`config.mk`:
```
export PLATFORM = sky130hd
export DESIGN_NAME = dhl_reduce
export DESIGN_NICKNAME = d
export VERILOG_FILES = /design/src/rtl/dhl_pkg.sv /design/src/rtl/dhl_reduce.sv
export SDC_FILE = /design/constraint.sdc
export NUM_CORES = 1
export LEC_CHECK = 0
export ABC_AREA = 1
export ABC_CLOCK_PERIOD_IN_PS = 8200
export BUFFER_PORTS_ARGS = -buffer_cell sky130_fd_sc_hd__buf_2
export CORE_UTILIZATION = 40
export DETAILED_ROUTE_END_ITERATION = 16
export PLACE_DENSITY = 0.52
export SLEW_MARGIN = 20
export SYNTH_ARGS = -nofsm -noshare
export SYNTH_HDL_FRONTEND = slang
export SYNTH_SLANG_ARGS = --single-unit
```
`constraint.sdc`:
```
create_clock -name clk -period 8.2 [get_ports clk]
set_input_delay 1.64 -clock clk [delete_from_list [all_inputs] [get_ports clk]]
set_output_delay 1.64 -clock clk [all_outputs]
set_load 0.03 [all_outputs]
```
`src/rtl/dhl_pkg.sv`:
```
// Shared constants and types for the DH link transform pipeline.
package dhl_pkg;

  // Fixed-point formats
  localparam int FRAC_BITS = 16;            // fraction bits of angles, lengths, rotations
  localparam int INT_FRAC  = 30;            // fraction bits inside the CORDIC
  localparam int FIELD_W   = 24;            // angle / length field width
  localparam int ROT_W     = 18;            // rotation entry field width
  localparam int UNIT_W    = FRAC_BITS + 2; // internal +-1.0 values
  localparam int CW        = 32;            // CORDIC datapath width (Q2.30)
  localparam int SHIFT_Q   = INT_FRAC - FRAC_BITS;
  localparam int CORDIC_ITERS = 24;

  // Angle reduction widths
  localparam int MAG_W    = FIELD_W;                 // |angle|, up to 2^(FIELD_W-1)
  localparam int IP_W     = FIELD_W + 1 - FRAC_BITS; // integer part of |angle|
  localparam int M_W      = FIELD_W + SHIFT_Q;       // |angle| in Q30
  localparam int R_W      = INT_FRAC + 4;            // remainder, below 4*pi in Q30
  localparam int RED_W    = (M_W > R_W) ? M_W : R_W;
  localparam int RECIP_SH = 16;
  localparam int RECIP_W  = 14;

  localparam logic [R_W-1:0] TWO_PI_Q  = R_W'(64'd6746518852);
  localparam logic [R_W-1:0] PI_Q      = R_W'(64'd3373259426);
  localparam logic [R_W-1:0] HALF_PI_Q = R_W'(64'd1686629713);
  // 2^(30+16) / (2*pi in Q30), rounded down: quotient estimate never overshoots
  localparam logic [RECIP_W-1:0] RECIP =
    RECIP_W'((64'd1 << (INT_FRAC + RECIP_SH)) / 64'd6746518852);

  localparam logic signed [CW-1:0] CORDIC_X0 = 32'sh26DD3B6A;
  localparam logic signed [CW-1:0] ATAN_TAB [CORDIC_ITERS] = '{
    32'sh3243F6A8, 32'sh1DAC6705, 32'sh0FADBAFC, 32'sh07F56EA6, 32'sh03FEAB76,
    32'sh01FFD55B, 32'sh00FFFAAA, 32'sh007FFF55, 32'sh003FFFEA, 32'sh001FFFFD,
    32'sh000FFFFF, 32'sh0007FFFF, 32'sh0003FFFF, 32'sh0001FFFF, 32'sh0000FFFF,
    32'sh00007FFF, 32'sh00003FFF, 32'sh00001FFF, 32'sh00000FFF, 32'sh000007FF,
    32'sh000003FF, 32'sh000001FF, 32'sh000000FF, 32'sh0000007F};

  // Pipeline depths
  localparam int RED_STAGES  = 4;
  localparam int TRIG_STAGES = CORDIC_ITERS + 2;
  localparam int MAT_STAGES  = 3;
  localparam int D_LEN       = 1 + RED_STAGES + TRIG_STAGES;
  localparam int LATENCY     = D_LEN + MAT_STAGES;

  // Configuration register map
  localparam int CFG_AW = 3;
  typedef enum logic [CFG_AW-1:0] {
    REG_PRISMATIC    = 3'd0,
    REG_OFFSET       = 3'd1,
    REG_MIN          = 3'd2,
    REG_MAX          = 3'd3,
    REG_FIXED_ANGLE  = 3'd4,
    REG_FIXED_LENGTH = 3'd5,
    REG_LINK_LENGTH  = 3'd6,
    REG_LINK_TWIST   = 3'd7
  } cfg_reg_t;

  // Reduced angle handed to the CORDIC
  typedef struct packed {
    logic signed [CW-1:0] z;
    logic                 neg;
  } ang_t;

  // Cosine and sine of one angle
  typedef struct packed {
    logic signed [UNIT_W-1:0] c;
    logic signed [UNIT_W-1:0] s;
  } trig_t;

  // One result item
  typedef struct packed {
    logic signed [FIELD_W-1:0] pos_z;
    logic signed [ROT_W-1:0]   m22;
    logic signed [ROT_W-1:0]   m21;
    logic signed [FIELD_W-1:0] pos_y;
    logic signed [ROT_W-1:0]   m12;
    logic signed [ROT_W-1:0]   m11;
    logic signed [ROT_W-1:0]   m10;
    logic signed [FIELD_W-1:0] pos_x;
    logic signed [ROT_W-1:0]   m02;
    logic signed [ROT_W-1:0]   m01;
    logic signed [ROT_W-1:0]   m00;
  } mat_t;

endpackage

```
`src/rtl/dhl_reduce.sv`:
```
// Four-stage reduction of an angle modulo 2*pi and fold into [-pi/2, pi/2].
module dhl_reduce import dhl_pkg::*; (
  input  logic                      clk,
  input  logic                      en,
  input  logic signed [FIELD_W-1:0] angle,
  output ang_t                      red
);

  // Stage 1: magnitude and quotient estimate
  logic [MAG_W-1:0]          mag_c;
  logic [IP_W-1:0]           ip_c;
  logic [IP_W+RECIP_W-1:0]   est_c;
  logic                      sgn1;
  logic [MAG_W-1:0]          mag1;
  logic [IP_W-1:0]           quo1;

  assign mag_c = angle[FIELD_W-1] ? MAG_W'(-angle) : MAG_W'(angle);
  assign ip_c  = IP_W'(mag_c >> FRAC_BITS);
  assign est_c = (IP_W+RECIP_W)'(ip_c) * (IP_W+RECIP_W)'(RECIP);

  always_ff @(posedge clk) begin
    if (en) begin
      sgn1 <= angle[FIELD_W-1];
      mag1 <= mag_c;
      quo1 <= IP_W'(est_c >> RECIP_SH);
    end
  end

  // Stage 2: remainder, off by at most one period
  logic [RED_W-1:0] m_c;
  logic [RED_W-1:0] prod_c;
  logic [RED_W-1:0] diff_c;
  logic             sgn2;
  logic [R_W-1:0]   rem2;

  assign m_c    = RED_W'(mag1) << SHIFT_Q;
  assign prod_c = RED_W'(quo1) * RED_W'(TWO_PI_Q);
  assign diff_c = m_c - prod_c;

  always_ff @(posedge clk) begin
    if (en) begin
      sgn2 <= sgn1;
      rem2 <= R_W'(diff_c);
    end
  end

  // Stage 3: final correction into [0, 2*pi)
  logic           sgn3;
  logic [R_W-1:0] rem3;

  always_ff @(posedge clk) begin
    if (en) begin
      sgn3 <= sgn2;
      rem3 <= (rem2 >= TWO_PI_Q) ? rem2 - TWO_PI_Q : rem2;
    end
  end

  // Stage 4: fold; the folded half turn negates sine and cosine
  logic [R_W-1:0] base_c;
  logic           neg_c;
  logic [R_W:0]   z_c;

  always_comb begin
    if (rem3 <= HALF_PI_Q) begin
      base_c = '0;
      neg_c  = 1'b0;
    end else if (rem3 < TWO_PI_Q - HALF_PI_Q) begin
      base_c = PI_Q;
      neg_c  = 1'b1;
    end else begin
      base_c = TWO_PI_Q;
      neg_c  = 1'b0;
    end
    z_c = sgn3 ? ((R_W+1)'(base_c) - (R_W+1)'(rem3))
               : ((R_W+1)'(rem3) - (R_W+1)'(base_c));
  end

  always_ff @(posedge clk) begin
    if (en) begin
      red.z   <= CW'(z_c);
      red.neg <= neg_c;
    end
  end

endmodule

```
==> impl_metrics.tcl, run 1 <==
set metrics [dict create \
    status "finished, final reports clean" \
    die_h_um 190 \
    synth.largest_area_cell "edfxtp_1" \
    tns_ps 0 \
    fmax_mhz 137 \
    port_buffers 57 \
    post_cts_buffers 0 \
    ant_nets 0 \
    synth_nets 2071 \
    dieArea_um2 36100 \
    ys_seq_area_share_pct 26.5 \
    netlist_top_cells_area "edfxtp_1, ha_1, nand2_1" \
    synth_cells 1812 \
    synth-seq-cells 125 \
    synth_xor_area_share_pct 8.98 \
    drt-pass1-iter-count 5 \
    grt.overflow.total 0 \
    fin_skew_ps 14.2 \
    die_x_um 190 \
    clk_latency_ps 430 \
    final_layout_size_suffix_gt1_share_pct 6.46 \
    grt_max_degree 66 \
    holdWs_ps 420 \
    grt_pass1_vias 12200 \
    worstPathMaxFanout 7 \
    drc 0 \
    tightestPinTransition_ps 800 \
    cp_data_required_time_ps 8370 \
    crit_path_end_kind "flop" \
    synth_compound_area_share_pct 12.5 \
    track_usage_pct 21.9 \
    drtIter0Drc 745 \
    dpl.hpwl_um 31900 \
    ios 59 \
    start_util_pct 40.8 \
    rows 68 \
    synth_fa_ha_area_share_pct 23.1 \
    preCtsSetupSlack_ps 400 \
    cts_made_buffers 17 \
    utilization_pct 45.0 \
    relSlewSlack_pct 46.3 \
    finalSetupViolCount 0 \
    htree_levels 4 \
    arrival_ps 7490 \
    period_share_pct 89.3 \
    core_um2 34600 \
    fin_nets 2135 \
    vias 11900 \
    post-route-min-period_ps 7320 \
    path_clk_slew_ps 50 \
    grt_pass1_wl_um 61200 \
    finalWirelength_um 37800 \
    syn_to_final_growth_pct 10.1 \
    synth_top_family_by_area "adder cells" \
    setup_ws_ps 879 \
    finalHoldViolCount 0 \
    antenna_found_initial 0 \
    cts.sinks 125 \
    place.gp.congestion 0.951 \
    synth_mux_area_share_pct 0 \
    ys_types 50 \
    clockBufferDepth 2 \
    wl_per_cell_um 16.1 \
    cts_tree "yes" \
    synth-simple-area-share_pct 20.3 \
    post_cts_resized 0 \
    synth_area_per_cell_um2 7.80 \
    grt_setup_unrepaired "false" \
    min_path_type "reg2reg" \
    cts_root_buffer "clkbuf_16" \
    cp-start-kind "primary input" \
    synth_top_area_share_pct 26.5 \
    cts_hold_buf 0 \
    yosys_warnings 0 \
    max_cap_viol_count 0 \
    diodes 0 \
    drt-vias-per-instance 5.09 \
    drv_slew 0 \
    path_class "in2reg" \
    syn_area_um2 14100 \
]
placed cells by master (no fill, tap or decap), types with 3 or more instances in the layout:
cell type,instances
a211oi_1,3
a21boi_0,5
a21o_1,10
a21oi_1,140
a221oi_1,4
a31oi_1,10
buf_2,56
buf_4,7
bufinv_16,4
clkbuf_16,17
clkinv_1,4
clkinvlp_4,5
edfxtp_1,125
fa_1,47
ha_1,186
inv_1,296
inv_2,3
nand2_1,344
nand2_2,5
nand2_4,3
nand3_1,74
nand4_1,18
nor2_1,176
nor2_2,4
nor3_1,37
nor4_1,5
o2111ai_1,6
o211ai_1,8
o21a_1,10
o21ai_0,78
o21ai_1,7
o21ai_2,3
o21bai_1,8
o221ai_1,3
o31ai_1,5
or2_2,5
xnor2_1,43
xor2_1,102
registers in the layout (all words and copies together) (netlist names):
signal and cells:
rem2 32, rem3 32, sgn2 1, red 32
mag1 20, quo1 6, sgn3 1, sgn1 1
cells in the mapped netlist (all sizes together):
master	number
a311oi	1
clkinv	1
nand3	76
conb	1
o2111ai	6
o221ai	3
a21boi	5
inv	299
o21a	10
or2	6
nand3b	2
and3	1
buf	14
ha	186
nor3	39
a21oi	140
a2111oi	1
a31oi	10
o311ai	1
o21bai	8
nor3b	2
a221oi	4
xnor2	43
o22ai	2
xor2	102
o21ai	88
nor2	181
a21o	10
clkbuf	4
edfxtp	125
nand4	18
nor4	5
o211ai	8
a31o	2
fa	47
o2bb2ai	1
o31ai	5
a211oi	3
nand2	352
area by class of cell:
| cell class | instances | area [µm²] |
|---|---|---|
| fill | 3591 | 19100 |
| multi-input combinational | 1369 | 9170 |
| sequential | 125 | 3750 |
| inverter | 300 | 1130 |
| tap | 455 | 569 |
| clock buffer | 17 | 425 |
| timing repair buffer | 63 | 333 |
| clock inverter | 15 | 195 |
metrics by stage:
stage	instance area [µm²]	std cells
CTS	15600	2344
global placement	15000	2312
floorplan	14100	1812
detailed placement	15000	2312
global route	15600	2344
finish	15600	2344
path summary, 6_finish.rpt:
check | start | to | slack [ps] | depth (start not counted)
worst max-delay path | angle[1] | quo1[1] | 880 | 28
worst max register to register | quo1[2] | rem2[33] | 1630 | 28
worst min register to register | sgn2 | sgn3 | 420 | 0
worst min-delay path | sgn2 | sgn3 | 420 | 0
critical path, stage by stage:
cell,delay (ps)
buf_2,100
inv_1,80
ha_1,190
nand4_1,130
nor3_1,210
nand2_1,110
nor3_1,180
nand3_1,130
nand2_1,120
o21a_1,150
o21ai_0,100
xor2_1,590
fa_1,580
fa_1,520
fa_1,520
fa_1,540
inv_1,40
ha_1,280
nand2_1,70
nor2_1,170
nand2_1,70
nor3b_1,140
o21ai_0,290
a21oi_1,120
nor2_1,100
nor2_1,60
o21bai_1,160
xor2_1,90
cells by family (layout without fill, tap and decap cells):
kind of cell	Yosys count	count (layout)
buffers and inverters	318	395
DFF	125	125
AOI/OAI and AO/OA	308	308
adders and majority gates	233	233
xor gates and xnor gates	145	145
and+or+nand+nor	682	682
other	1	1
per-layer routing:
layer	share of wire (%)	up-vias	track usage, %
met5	0	-	0
met4	4.2	0	10.2
met3	2.3	80	2.36
met2	52	218	41.5
met1	42	5498	24.2
li1	-	6139	-
Power of run 1 is left out: the tool's default activity adds up to more than one toggle a clock period on the data nets, which glitch-free logic cannot reach.
==> run 2, diff against run 1 <==
Settings changed: PLACE_DENSITY 0.52 to 0.59.
==> run 2 against run 1 <==
Wire length fell by 4.5%. Non-clock buffer count shrank 1. Critical path type unchanged. Die area is the same. Count of clock-buffer cells in the layout did not move. Worst setup slack lost 61 ps. Register-to-register slack worse by 100 ps. Clock skew is 1.3 ps higher. First-iteration DRC count rose by 3.9%. Via count about the same. Critical path depth is 1 lower. Critical endpoint is now quo1[4].
==> impl_metrics.tcl, run 2 (same netlist as run 1, synthesis figures left out) <==
set metrics [dict create \
    cp_data_required_time_ps 8370 \
    fin_cells 2343 \
    n_fill_cell 3533 \
    dp.cells 2311 \
    clk_latency_ps 430 \
    vias 11900 \
    track_usage_pct 20.8 \
    grt_setup_unrepaired "false" \
    fmax_mhz 135 \
    drt-pass1-iter-count 5 \
    ios 59 \
    htree_levels 4 \
    die_x_um 190 \
    final_layout_size_suffix_gt1_share_pct 6.51 \
    layout_commonest_cell "nand2_1" \
    status "finished, final reports clean" \
    fin_nets 2134 \
    post-route-min-period_ps 7380 \
    grt_max_degree 70 \
    drv_slew 0 \
    die_h_um 190 \
    cts.sinks 125 \
    grt_pass1_wl_um 58900 \
    place.gp.congestion 0.983 \
    cts_tree "yes" \
    post_cts_resized 0 \
    holdWs_ps 422 \
    drc 0 \
    dpl.hpwl_um 30100 \
    start_util_pct 40.8 \
    layout_common_cells "nand2_1, inv_1, ha_1" \
    cp-start-kind "primary input" \
    fin_skew_ps 15.5 \
    rows 68 \
    path_class "in2reg" \
    syn_to_final_growth_pct 10.0 \
    diodes 0 \
    worstPathMaxFanout 7 \
    finalSetupViolCount 0 \
    antenna_found_initial 0 \
    tns_ps 0 \
    finalHoldViolCount 0 \
    drtIter0Drc 774 \
    utilization_pct 44.9 \
    top_regs "red (32), rem2 (32), rem3 (32)" \
    arrival_ps 7550 \
    finalWirelength_um 36100 \
    clockBufferDepth 2 \
    tightestPinTransition_ps 878 \
    ant_nets 0 \
    relSlewSlack_pct 41.4 \
    port_buffers 57 \
    crit_path_end_kind "flop" \
    core_um2 34600 \
    wl_per_cell_um 15.4 \
    post_cts_buffers 0 \
    grt.overflow.total 0 \
    drt-vias-per-instance 5.09 \
    min_path_type "reg2reg" \
    max_cap_viol_count 0 \
    cts_root_buffer "clkbuf_16" \
    cts_hold_buf 0 \
    grt_pass1_vias 11800 \
    period_share_pct 90.0 \
    dieArea_um2 36100 \
    path_clk_slew_ps 60 \
    cts_made_buffers 17 \
]
[run 2: through the flow]
stage	worst slack, ps	area [µm²]
floorplan	1130	14100
finish	818	15600
global route	310	15600
detailed placement	359	14900
CTS	795	15600
global placement	523	14900
[run 2: per-layer routing]
metal  vias to the layer above  wire length (µm)  track usage, %
li1                       6138                 -               -
met1                      5451             15900            25.0
met2                       268             17900            37.5
met3                        73               949            2.12
met4                         0              1280            8.41
met5                         -                 0               0
[run 2: cell type report]
| type | count | area [µm²] | share of cell area [%] |
|---|---|---|---|
| clock buffer | 17 | 425 | 2.73 |
| sequential | 125 | 3750 | 24.1 |
| inverter | 300 | 1130 | 7.24 |
| multi-input combinational | 1369 | 9170 | 58.9 |
| clock inverter | 15 | 188 | 1.21 |
| tap | 455 | 569 | 3.66 |
| timing repair buffer | 62 | 325 | 2.09 |
[run 2: final timing paths]
kind,startpoint,end,slack (ps),cells past startpoint
max reg2reg,quo1[2],rem2[33],1530,27
min reg2reg,sgn2,sgn3,420,0
max,angle[1],quo1[4],820,27
min,sgn2,sgn3,420,0
[run 2: worst max-delay path, cell delays in order]
cell and delay (ps):
buf_2 100, inv_1 90, ha_1 200, nand4_1 130, nor3_1 250, nand2_1 120
nor3_1 210, nand3_1 130, nand2_1 110, o21a_1 160, o21ai_0 110, xor2_1 560
fa_1 580, fa_1 520, fa_1 520, fa_1 540, inv_1 40, ha_1 290
nand2_1 70, nor2_1 160, nand2_1 70, nor3b_1 140, o21ai_0 270, nand3_1 120
o2111ai_1 140, a21oi_1 120, xor2_1 150
Power of run 2 is left out for the same reason.
